File: config.mk
export PLATFORM = sky130hd
export DESIGN_NAME = crc8_frame_receiver_unit
export DESIGN_NICKNAME = d
export VERILOG_FILES = /design/src/hdl/crc8fr_pkg.sv /design/src/hdl/crc8_frame_receiver_unit.sv /design/src/hdl/crc8fr_front.sv /design/src/hdl/crc8fr_cmd_fifo.sv /design/src/hdl/crc8fr_back.sv
export SDC_FILE = /design/constraint.sdc
export NUM_CORES = 1
export LEC_CHECK = 0
export ABC_AREA = 1
export BUFFER_PORTS_ARGS = -buffer_cell sky130_fd_sc_hd__clkbuf_2
export CORE_MARGIN = 8
export CORE_UTILIZATION = 45
export DETAILED_ROUTE_END_ITERATION = 7
export PLACE_DENSITY_LB_ADDON = 0.08
export SLEW_MARGIN = 20
export SYNTH_ARGS = -nofsm -noshare
export SYNTH_HDL_FRONTEND = slang
export SYNTH_SLANG_ARGS = --single-unit
File: constraint.sdc
create_clock -name clk -period 8.6 [get_ports clk]
set_input_delay 0.86 -clock clk [delete_from_list [all_inputs] [get_ports clk]]
set_output_delay 0.86 -clock clk [all_outputs]
set_load 0.005 [all_outputs]
File: src/hdl/crc8fr_pkg.sv
// ----------------------------------------------------------------------------
// crc8fr_pkg: shared definitions for the CRC-8 frame receiver
// Frame constants, parse phases, status codes, the front-to-back command
// format and the byte-wise CRC-8 update (reflected polynomial 0x8C).
// ----------------------------------------------------------------------------
`default_nettype none

package crc8fr_pkg;

	// Frame constants
	localparam logic [7:0] CRC_POLY    = 8'h8C;
	localparam logic [7:0] HDR_FIRST   = 8'h55;
	localparam logic [7:0] HDR_SECOND  = 8'hAA;
	localparam logic [7:0] TRAIL_CR    = 8'h0D;
	localparam logic [7:0] TRAIL_LF    = 8'h0A;
	localparam int         PAYLOAD_LEN = 12;
	localparam int         IDX_W       = 4;

	// Default depth of the command queue between front and back
	localparam int CMD_DEPTH = 4;

	// Parser phases
	typedef enum logic [2:0] {
		PH_HDR0,
		PH_HDR1,
		PH_LEN,
		PH_PAY,
		PH_CRC,
		PH_SKIP
	} phase_t;

	// Result status codes
	typedef enum logic [1:0] {
		ST_OK,
		ST_HDR,
		ST_SUM,
		ST_LEN
	} status_t;

	// Command kinds issued by the front
	typedef enum logic {
		CMD_STORE,
		CMD_EMIT
	} cmd_op_t;

	typedef struct packed {
		cmd_op_t          op;
		status_t          status;
		logic [7:0]       data;
		logic [IDX_W-1:0] idx;
	} cmd_t;

	// One byte of reflected CRC-8, eight shift steps
	function automatic logic [7:0] crc8_update(input logic [7:0] crc, input logic [7:0] b);
		logic [7:0] c;
		c = crc ^ b;
		for (int k = 0; k < 8; k++) begin
			c = c[0] ? ((c >> 1) ^ CRC_POLY) : (c >> 1);
		end
		return c;
	endfunction

endpackage

`default_nettype wire

File: src/hdl/crc8_frame_receiver_unit.sv
// Result path: the command for the CRC byte, or the bad header or length byte,
//   passes through the command queue into the result register (empty low).
// Throughput: one byte per cycle while full is low; the parser and CRC update
//   take a byte each cycle, and the command queue absorbs result-port stalls.
// Reset: asynchronous, active low; parser waits for the first header byte, and
//   the command queue and result slot are emptied. Frame store is not cleared.
// ----------------------------------------------------------------------------
// crc8_frame_receiver_unit: serial frame receiver with CRC-8 check
// Front parser classifies bytes into commands, a short queue decouples it
// from the back end that assembles and holds the results.
// ----------------------------------------------------------------------------
`default_nettype none

module crc8_frame_receiver_unit #(
	parameter int CMD_DEPTH = crc8fr_pkg::CMD_DEPTH
) (
	input  wire logic        clk,
	input  wire logic        arst_n,
	input  wire logic        push,
	input  wire logic [7:0]  rx_byte,
	output logic             full,
	input  wire logic        pop,
	output logic             empty,
	output logic [1:0]       status,
	output logic [31:0]      x_bits,
	output logic [31:0]      y_bits,
	output logic [31:0]      theta_bits
);

	logic              cmd_push;
	logic              cmd_pop;
	logic              cmd_empty;
	crc8fr_pkg::cmd_t  cmd_in;
	crc8fr_pkg::cmd_t  cmd_out;

	// Byte parser
	crc8fr_front u_front (
		.clk      (clk),
		.arst_n   (arst_n),
		.push     (push),
		.rx_byte  (rx_byte),
		.full     (full),
		.cmd_push (cmd_push),
		.cmd      (cmd_in)
	);

	// Command queue
	crc8fr_cmd_fifo #(
		.DEPTH (CMD_DEPTH)
	) u_cmd_fifo (
		.clk     (clk),
		.arst_n  (arst_n),
		.wr_en   (cmd_push),
		.wr_data (cmd_in),
		.full    (full),
		.rd_en   (cmd_pop),
		.rd_data (cmd_out),
		.empty   (cmd_empty)
	);

	// Executor and result register
	crc8fr_back u_back (
		.clk        (clk),
		.arst_n     (arst_n),
		.cmd_empty  (cmd_empty),
		.cmd        (cmd_out),
		.cmd_pop    (cmd_pop),
		.pop        (pop),
		.empty      (empty),
		.status     (status),
		.x_bits     (x_bits),
		.y_bits     (y_bits),
		.theta_bits (theta_bits)
	);

endmodule

`default_nettype wire

File: src/hdl/crc8fr_front.sv
// ----------------------------------------------------------------------------
// crc8fr_front: byte parser
// Tracks the frame phase and running CRC, classifies each accepted byte and
// issues at most one command per byte: store a payload byte or emit a result.
// ----------------------------------------------------------------------------
`default_nettype none

module crc8fr_front (
	input  wire logic              clk,
	input  wire logic              arst_n,
	input  wire logic              push,
	input  wire logic [7:0]        rx_byte,
	input  wire logic              full,
	output logic                   cmd_push,
	output crc8fr_pkg::cmd_t       cmd
);

	crc8fr_pkg::phase_t                 phase_q, phase_d;
	logic [7:0]                         crc_q, crc_d;
	logic [crc8fr_pkg::IDX_W-1:0]       idx_q, idx_d;
	logic                               last_cr_q, last_cr_d;
	logic                               accept;
	logic [7:0]                         crc_upd;
	logic                               want_push;

	assign accept = push && !full;

	// CRC restarts from zero on the first header byte
	assign crc_upd = crc8fr_pkg::crc8_update(
		(phase_q == crc8fr_pkg::PH_HDR0) ? 8'h00 : crc_q, rx_byte);

	// Next state
	always_comb begin
		phase_d   = phase_q;
		crc_d     = crc_q;
		idx_d     = idx_q;
		last_cr_d = last_cr_q;
		if (accept) begin
			case (phase_q)
				crc8fr_pkg::PH_HDR0: begin
					if (rx_byte == crc8fr_pkg::HDR_FIRST) begin
						crc_d   = crc_upd;
						phase_d = crc8fr_pkg::PH_HDR1;
					end else begin
						phase_d   = crc8fr_pkg::PH_SKIP;
						last_cr_d = (rx_byte == crc8fr_pkg::TRAIL_CR);
					end
				end
				crc8fr_pkg::PH_HDR1: begin
					if (rx_byte == crc8fr_pkg::HDR_SECOND) begin
						crc_d   = crc_upd;
						phase_d = crc8fr_pkg::PH_LEN;
					end else begin
						phase_d   = crc8fr_pkg::PH_SKIP;
						last_cr_d = (rx_byte == crc8fr_pkg::TRAIL_CR);
					end
				end
				crc8fr_pkg::PH_LEN: begin
					if (rx_byte == 8'(crc8fr_pkg::PAYLOAD_LEN)) begin
						crc_d   = crc_upd;
						idx_d   = '0;
						phase_d = crc8fr_pkg::PH_PAY;
					end else begin
						phase_d   = crc8fr_pkg::PH_SKIP;
						last_cr_d = (rx_byte == crc8fr_pkg::TRAIL_CR);
					end
				end
				crc8fr_pkg::PH_PAY: begin
					crc_d = crc_upd;
					idx_d = idx_q + 1'b1;
					if (idx_q == crc8fr_pkg::IDX_W'(crc8fr_pkg::PAYLOAD_LEN - 1)) begin
						phase_d = crc8fr_pkg::PH_CRC;
					end
				end
				crc8fr_pkg::PH_CRC: begin
					phase_d   = crc8fr_pkg::PH_SKIP;
					last_cr_d = 1'b0;
				end
				default: begin
					// skipping until CR directly followed by LF
					if (last_cr_q && rx_byte == crc8fr_pkg::TRAIL_LF) begin
						phase_d   = crc8fr_pkg::PH_HDR0;
						last_cr_d = 1'b0;
					end else begin
						phase_d   = crc8fr_pkg::PH_SKIP;
						last_cr_d = (rx_byte == crc8fr_pkg::TRAIL_CR);
					end
				end
			endcase
		end
	end

	// Command outputs
	always_comb begin
		want_push  = 1'b0;
		cmd.op     = crc8fr_pkg::CMD_EMIT;
		cmd.status = crc8fr_pkg::ST_OK;
		cmd.data   = rx_byte;
		cmd.idx    = idx_q;
		case (phase_q)
			crc8fr_pkg::PH_HDR0: begin
				want_push  = (rx_byte != crc8fr_pkg::HDR_FIRST);
				cmd.status = crc8fr_pkg::ST_HDR;
			end
			crc8fr_pkg::PH_HDR1: begin
				want_push  = (rx_byte != crc8fr_pkg::HDR_SECOND);
				cmd.status = crc8fr_pkg::ST_HDR;
			end
			crc8fr_pkg::PH_LEN: begin
				want_push  = (rx_byte != 8'(crc8fr_pkg::PAYLOAD_LEN));
				cmd.status = crc8fr_pkg::ST_LEN;
			end
			crc8fr_pkg::PH_PAY: begin
				want_push = 1'b1;
				cmd.op    = crc8fr_pkg::CMD_STORE;
			end
			crc8fr_pkg::PH_CRC: begin
				want_push  = 1'b1;
				cmd.status = (rx_byte == crc_q) ? crc8fr_pkg::ST_OK : crc8fr_pkg::ST_SUM;
			end
			default: begin
				want_push = 1'b0;
			end
		endcase
	end

	assign cmd_push = accept && want_push;

	// State registers
	always_ff @(posedge clk or negedge arst_n) begin
		if (!arst_n) begin
			phase_q   <= crc8fr_pkg::PH_HDR0;
			crc_q     <= '0;
			idx_q     <= '0;
			last_cr_q <= 1'b0;
		end else begin
			phase_q   <= phase_d;
			crc_q     <= crc_d;
			idx_q     <= idx_d;
			last_cr_q <= last_cr_d;
		end
	end

endmodule

`default_nettype wire

File: src/hdl/crc8fr_cmd_fifo.sv
// ----------------------------------------------------------------------------
// crc8fr_cmd_fifo: command queue between front and back
// Small register FIFO; lets the parser keep taking bytes while the back end
// waits on the result port.
// ----------------------------------------------------------------------------
`default_nettype none

module crc8fr_cmd_fifo #(
	parameter int DEPTH = crc8fr_pkg::CMD_DEPTH
) (
	input  wire logic              clk,
	input  wire logic              arst_n,
	input  wire logic              wr_en,
	input  wire crc8fr_pkg::cmd_t  wr_data,
	output logic                   full,
	input  wire logic              rd_en,
	output crc8fr_pkg::cmd_t       rd_data,
	output logic                   empty
);

	localparam int AW = (DEPTH > 1) ? $clog2(DEPTH) : 1;
	localparam int CW = $clog2(DEPTH + 1);

	crc8fr_pkg::cmd_t  mem_q [DEPTH];
	logic [AW-1:0]     wr_ptr_q, rd_ptr_q;
	logic [CW-1:0]     count_q;

	assign full    = (count_q == CW'(DEPTH));
	assign empty   = (count_q == '0);
	assign rd_data = mem_q[rd_ptr_q];

	// Entry storage
	always_ff @(posedge clk) begin
		if (wr_en) begin
			mem_q[wr_ptr_q] <= wr_data;
		end
	end

	// Pointers and occupancy
	always_ff @(posedge clk or negedge arst_n) begin
		if (!arst_n) begin
			wr_ptr_q <= '0;
			rd_ptr_q <= '0;
			count_q  <= '0;
		end else begin
			if (wr_en) begin
				wr_ptr_q <= (wr_ptr_q == AW'(DEPTH - 1)) ? '0 : wr_ptr_q + 1'b1;
			end
			if (rd_en) begin
				rd_ptr_q <= (rd_ptr_q == AW'(DEPTH - 1)) ? '0 : rd_ptr_q + 1'b1;
			end
			if (wr_en && !rd_en) begin
				count_q <= count_q + 1'b1;
			end else if (rd_en && !wr_en) begin
				count_q <= count_q - 1'b1;
			end
		end
	end

endmodule

`default_nettype wire

File: src/hdl/crc8fr_back.sv
// ----------------------------------------------------------------------------
// crc8fr_back: command executor and result register
// Writes payload bytes into the frame store and, on an emit command, loads
// the status and three little-endian words into the result register.
// ----------------------------------------------------------------------------
`default_nettype none

module crc8fr_back (
	input  wire logic              clk,
	input  wire logic              arst_n,
	input  wire logic              cmd_empty,
	input  wire crc8fr_pkg::cmd_t  cmd,
	output logic                   cmd_pop,
	input  wire logic              pop,
	output logic                   empty,
	output logic [1:0]             status,
	output logic [31:0]            x_bits,
	output logic [31:0]            y_bits,
	output logic [31:0]            theta_bits
);

	logic [7:0]           payload_q [crc8fr_pkg::PAYLOAD_LEN];
	logic                 out_valid_q;
	crc8fr_pkg::status_t  status_q;
	logic [31:0]          x_q, y_q, theta_q;
	logic                 slot_free;
	logic                 do_store, do_emit;
	logic                 frame_ok;

	// Result slot frees up when empty or when its transaction completes
	assign slot_free = !out_valid_q || pop;
	assign cmd_pop   = !cmd_empty && (cmd.op == crc8fr_pkg::CMD_STORE || slot_free);
	assign do_store  = cmd_pop && (cmd.op == crc8fr_pkg::CMD_STORE);
	assign do_emit   = cmd_pop && (cmd.op == crc8fr_pkg::CMD_EMIT);
	assign frame_ok  = (cmd.status == crc8fr_pkg::ST_OK);

	// Frame store
	always_ff @(posedge clk) begin
		for (int i = 0; i < crc8fr_pkg::PAYLOAD_LEN; i++) begin
			if (do_store && cmd.idx == crc8fr_pkg::IDX_W'(i)) begin
				payload_q[i] <= cmd.data;
			end
		end
	end

	// Result payload; words are zero on any error
	always_ff @(posedge clk) begin
		if (do_emit) begin
			status_q <= cmd.status;
			x_q      <= frame_ok ? {payload_q[3], payload_q[2], payload_q[1], payload_q[0]}
			                     : 32'h0;
			y_q      <= frame_ok ? {payload_q[7], payload_q[6], payload_q[5], payload_q[4]}
			                     : 32'h0;
			theta_q  <= frame_ok ? {payload_q[11], payload_q[10], payload_q[9], payload_q[8]}
			                     : 32'h0;
		end
	end

	// Result valid flag
	always_ff @(posedge clk or negedge arst_n) begin
		if (!arst_n) begin
			out_valid_q <= 1'b0;
		end else if (do_emit) begin
			out_valid_q <= 1'b1;
		end else if (pop) begin
			out_valid_q <= 1'b0;
		end
	end

	assign empty      = !out_valid_q;
	assign status     = status_q;
	assign x_bits     = x_q;
	assign y_bits     = y_q;
	assign theta_bits = theta_q;

endmodule

`default_nettype wire
==> results.cfg, run 1 <==
[clocking]
cts_root_buf = clkbuf_16
h-tree-depth = 1
cts_tree = built
worst_skew_pair.late_latency_ps = 530
path_clk_slew_ps = 60
cts_resized = 0
cts_hold_buf = 0
clock_sinks = 278
post_cts_buffers = 0
numCtsBuffers = 29
clockBufferDepth = 3

[pwr]
finalPower_mw = 4.93
power_leakage_nw = 5.27
power_density_mw_per_mm2 = 386
ir_worst_vdd_mv = 0.191

[sta]
fin_crit_ps = 3130
finalHoldViolations = 0
worstMarginPinSlew_ps = 1070
timing.fmax_ghz = 0.320
rsz0062_at_grt = no
maxSlewHeadroom_pct = 28.6
tns_ps = 0
fin_hold_ws_ps = 363
setup_viol = 0
fin_skew_ps = 9.10
slew_viol_final = 0
post-route-period-util_pct = 36.4

[setup_path]
path_max_fanout = 85
crit_chain = inv_1 -> a21oi_1 -> a32o_1 -> nor2_4 -> buf_4
cp-end-kind = register
cp_slowest_stage_delay_ps = 870
worstSetupStartpoint = u_cmd_fifo.rd_ptr_q[1]
timing.critical_path.max_delay_family = buffers and inverters
arrival_ps = 3270
startpoint_type = register
critPathBufInv = 2
r2r-start = u_cmd_fifo.rd_ptr_q[1]
cp_slowest_cell = buf_4
path_depth = 5
r2r_cells = 5
worst-endpoint-required_ps = 8740
path_class = reg -> reg

[logic_synthesis]
async_flop_share_pct = 8.63
syn_avg_cell_area_um2 = 12.9
synth-main-ff-cell = edfxtp_1
yosys_warnings = 0
ys_ff_latch = 278
syn_area_mm2 = 0.0109
synth_top_cell_area_share_pct = 69.9
synth_nets = 864
synth_top_cell_by_area = edfxtp_1
syn_inst = 844
synth_cell_types = 47
synth_area_leaders = edfxtp_1 70%, dfrtp_1 5.5%, nor2_1 4.8%
synth_edf_count = 254
yosysSeqAreaShare_pct = 75.4

[min_path]
hold_class = in -> async

[outcome]
status = completed

[finish]
mostFrequentLayoutCells = 254 x edfxtp_1, 140 x nor2_1, 136 x inv_1
n_antenna_cell = 0
finalInstanceArea_mm2 = 0.0128
drive_gt1_share_pct = 20.7
fin_nets = 998
syn_to_final_growth_pct = 17.0
layout_commonest_cell = edfxtp_1

[place]
gp_congestion = 0.862
placed_area_mm2 = 0.0119
dp_hpwl_um = 13800
portBuffers = 111

[die]
row_count = 57
io_pins = 112
start_util_pct = 45.3
coreArea_mm2 = 0.0241
die-area_mm2 = 0.0295
die_h_um = 172
fp.dieW_um = 172

[detailed_routing]
drt-pass1-iter-count = 4
via_per_inst = 4.74
vias = 6265
drc = 0
routed_wl_um = 21500
drt_iter0_drc = 383
wl_per_cell_um = 16.3
drtAntennaViolNets = 0

[grt]
met1_usage_pct = 18.5
grt-busiest-layer = met2
grt_max_degree = 97
grt_use_met2_pct = 25.1
antenna_found_initial = 0
grt_pass1_vias = 6248
met3_usage_pct = 2.59
grtUsageTotal_pct = 14.6
overflow = 0
grt_pass1_wl_um = 33500

[job]
drv_cap = 0
[cell families after synthesis]
family                     Yosys count  synth area share, %
AOI/OAI and AO/OA                   77                 4.45
muxes                                1                0.103
xor gates and xnor gates            14                 1.12
adders and majority gates            8                0.985
and+or+nand+nor                    303                 11.9
DFF                                278                 75.4
buffers and inverters              163                 6.13
[stage by stage]
stage	utilization, %	setup slack, ps	cells
2_1_floorplan	-	2980	844
3_3_place_gp	49.2	5430	1271
3_5_place_dp	49.3	5380	1271
4_1_cts	53.0	5420	1322
5_1_grt	53.0	5250	1322
6_report	53.0	5470	1322
[final timing paths]
path | slack, ps | endpoint
setup / recovery | 5470 | u_back.y_bits[0]
hold / removal | 360 | u_front.crc_q[0]
setup reg to reg | 5470 | u_back.y_bits[0]
hold reg to reg | 520 | u_cmd_fifo.count_q[0]
max in group asynchronous | 7800 | u_cmd_fifo.rd_ptr_q[0]
min in group clk | 520 | u_cmd_fifo.count_q[0]
[worst register-to-register path, stage by stage (launching register included)]
cell and delay [ps]:
dfrtp_1 520, inv_1 530, a21oi_1 90, a32o_1 290, nor2_4 350, buf_4 870
[Yosys cell counts (2+ instances only)]
master	number
a21oi_1	10
a32oi_1	4
buf_2	6
buf_6	4
clkbuf_1	8
dfrtp_1	24
edfxtp_1	254
ha_1	7
inv_1	136
inv_2	7
nand2_1	99
nand2_2	4
nand3_1	29
nand4_1	2
nor2_1	141
nor2_2	11
nor2_4	4
nor3_1	3
nor4_1	2
o21ai_0	30
o21ai_1	9
o21ai_2	2
o22ai_1	10
o31ai_1	2
or2_2	2
xnor2_1	6
xor2_1	8
[state kept, by name, summed over array words and instances (netlist names), 3 cells and up]
signal and cells:
u_cmd_fifo.count_q 3, u_front.phase_q 3, u_back.payload_q 96, u_front.crc_q 8
u_back.theta_bits 32, u_front.idx_q 4, u_back.y_bits 32, u_back.x_bits 32
u_cmd_fifo.mem_q 60
[report_power, final]
group / internal [mW] / switching [mW]
Sequential: 2.10 / 0.146
Combinational: 0.462 / 1.04
Clock: 0.704 / 0.482
Total: 3.27 / 1.67
[cell type report]
cell class / count / area, um^2
clock buffers: 34 / 744
clock inverters: 17 / 161
fillers: 2074 / 11300
inverters: 143 / 537
multi-input cells: 403 / 2060
flip-flops and latches: 278 / 8230
well taps: 324 / 405
repair buffers: 123 / 646
[routing by layer]
layer  part of all wire (%)  vias to the layer above
met5                      0                        -
met4                    2.3                        0
met3                    6.4                       36
met2                     48                      155
met1                     43                     2989
li1                       -                     3085
Power figures use the tool's default switching activity.
==> run 2, diff against run 1 <==
Settings changed: ABC_AREA 1 to 0.
Clock period 8.6 ns to 2.93 ns, I/O delays scaled along.
==> results.cfg, run 2 <==
[pwr]
ir_worst_vdd_mv = 0.601
power_density_mw_per_mm2 = 928
finalPower_mw = 11.9
power_leakage_nw = 4.71

[place]
gp_congestion = 0.891
place_inst = 1041
dp_hpwl_um = 13600
portBuffers = 111
placed_area_mm2 = 0.0119

[sta]
fin_skew_ps = 15.5
finalHoldViolations = 0
tns_ps = 0
post-route-period-util_pct = 93.0
rsz0062_at_grt = no
maxSlewHeadroom_pct = 52.2
setup_viol = 0
slew_viol_final = 0
timing.fmax_ghz = 0.367
worstMarginPinSlew_ps = 707
fin_crit_ps = 2730

[clocking]
clockBufferDepth = 3
cts_resized = 0
cts_tree = built
path_clk_slew_ps = 60
h-tree-depth = 1
numCtsBuffers = 29
cts_root_buf = clkbuf_16
worst_skew_pair.late_latency_ps = 550
clock_sinks = 278

[logic_synthesis]
synth_edf_count = 254
synth_cell_types = 46
synth_top_cell_by_area = edfxtp_1
yosys_warnings = 0
synth-main-ff-cell = edfxtp_1
synth_compound_area_share_pct = 1.73
syn_avg_cell_area_um2 = 17.8
synthTopCellsByCount = 254 x edfxtp_1, 101 x and2_1, 29 x nor2_1
synthAdderAreaFrac_pct = 1.01
synth_nets = 618
yosysSeqAreaShare_pct = 77.3
ys_ff_latch = 278
synth-simple-area-share_pct = 10.1
syn_inst = 598
synth_top_cell_area_share_pct = 71.6
synth_top_family_by_area = simple AND/OR/NAND/NOR gates
yosysMostFrequentCell = edfxtp_1
synth_area_leaders = edfxtp_1 72%, and2_1 5.9%, dfrtp_1 5.6%
syn_area_mm2 = 0.0106
async_flop_share_pct = 8.63
muxShareOfSynthArea_pct = 5.04
synth_xor_xnor_area_share_pct = 3.48

[setup_path]
path_max_fanout = 7
path_class = reg -> reg
cp-end-kind = register
worst-endpoint-required_ps = 3350
startpoint_type = register
arrival_ps = 3140

[finish]
drive_gt1_share_pct = 29.8
finalInstanceArea_mm2 = 0.0128
largest_reg_flops = 96
n_antenna_cell = 0
fin_nets = 775
layout_commonest_cell = edfxtp_1
instances_no_fill = 1097
mostFrequentLayoutCells = 254 x edfxtp_1, 111 x clkbuf_2, 101 x and2_1
fill_cells = 1869
reg.largest.list = u_back.payload_q x96, u_cmd_fifo.mem_q x60
regMostFlops = u_back.payload_q
syn_to_final_growth_pct = 20.6

[detailed_routing]
drt-pass1-iter-count = 6
drtAntennaViolNets = 0
drt_iter0_drc = 306
vias = 5328
routed_wl_um = 20300
via_per_inst = 4.86
drc = 0
wl_per_cell_um = 18.5

[grt]
grt_pass1_vias = 5581
grt_pass1_wl_um = 31400
grt_max_degree = 97
antenna_found_initial = 0
overflow = 0
grtUsageTotal_pct = 14.0

[min_path]
hold_class = in -> reg

[die]
io_pins = 112
coreArea_mm2 = 0.0233
die_h_um = 170
die-area_mm2 = 0.0288
start_util_pct = 45.6
row_count = 56
fp.dieW_um = 170

[job]
drv_cap = 0

[outcome]
status = completed
run 2: cell count changes after synthesis, moves of 11 or more:
cell,before,now
inv_1,136,13
xnor2_1,6,19
nand2_1,99,10
nor2_1,141,29
and2_1,0,101
mux4_2,0,15
nor2_2,11,0
nand3_1,29,4
mux2_2,1,15
o21ai_0,30,3
run 2: critical path, cell delays in order (launching register included):
cell      delay [ps]
dfrtp_1          410
nor3b_1          180
o41ai_1          300
o211ai_1         260
o31a_1           430
ha_1             260
inv_1             80
fa_1             410
mux2_2           280
run 2: timing repair:
action                                 4_1_cts  5_1_grt
buffers inserted                             0        0
endpoints found under the hold margin       25        0
hold buffers                                 2        0
run 2: final cells by class:
cell class	instances	area, um^2	share of cell area, %
Sequential cell	278	8230	64.1
Multi-Input combinational cell	284	2300	17.9
Timing Repair Buffer	149	908	7.08
Clock buffer	34	744	5.80
Tap cell	319	399	3.11
Clock inverter	20	213	1.66
Inverter	13	48.8	0.380
run 2: cells by family (layout without fill, tap and decap cells):
kind of cell / Yosys count / after routing
fa+ha+maj: 8 / 8
flops: 278 / 278
mux: 33 / 33
compound gates: 23 / 23
buf+inv: 36 / 216
simple gates: 184 / 184
xor+xnor: 36 / 36
run 2: power by group:
part | total (mW) | leakage, nW | internal, mW | switching, mW
Clock | 3.63 | 0.477 | 2.17 | 1.45
Combinational | 2.69 | 1.60 | 1.22 | 1.47
Sequential | 5.60 | 2.63 | 5.32 | 0.279
run 2: stage by stage:
| step | worst slack, ps | hold slack [ps] | util, % |
|---|---|---|---|
| after floorplan | -976 | -2.59 | - |
| after global placement | 230 | 354 | 50.8 |
| after detailed placement | 186 | 356 | 50.8 |
| after CTS | 213 | 95.0 | 55.0 |
| after global routing | 39.4 | 104 | 55.0 |
| final | 204 | 111 | 55.0 |
run 2: worst paths after layout:
check                                      start                endpoint  slack, ps  depth (start not counted)
max                           u_front.phase_q[1]   u_cmd_fifo.count_q[1]        200                          8
min                                   rx_byte[4]  u_cmd_fifo.mem_q[0][8]        110                          1
max reg2reg                   u_front.phase_q[1]   u_cmd_fifo.count_q[1]        200                          8
min reg2reg                u_cmd_fifo.count_q[2]   u_cmd_fifo.count_q[2]        510                          1
max in group asynchronous                 arst_n  u_cmd_fifo.wr_ptr_q[1]       2190                          2
min in group asynchronous                 arst_n      u_back.out_valid_q        320                          2
run 2: layer usage:
metal  global-route usage, %  wire length [um]  vias up
met4                    3.96               375        0
met1                    16.6              8370     2627
met2                    25.1             10400      151
met5                       0                 0        -
met3                    3.10              1150       30
li1                        -                 -     2520
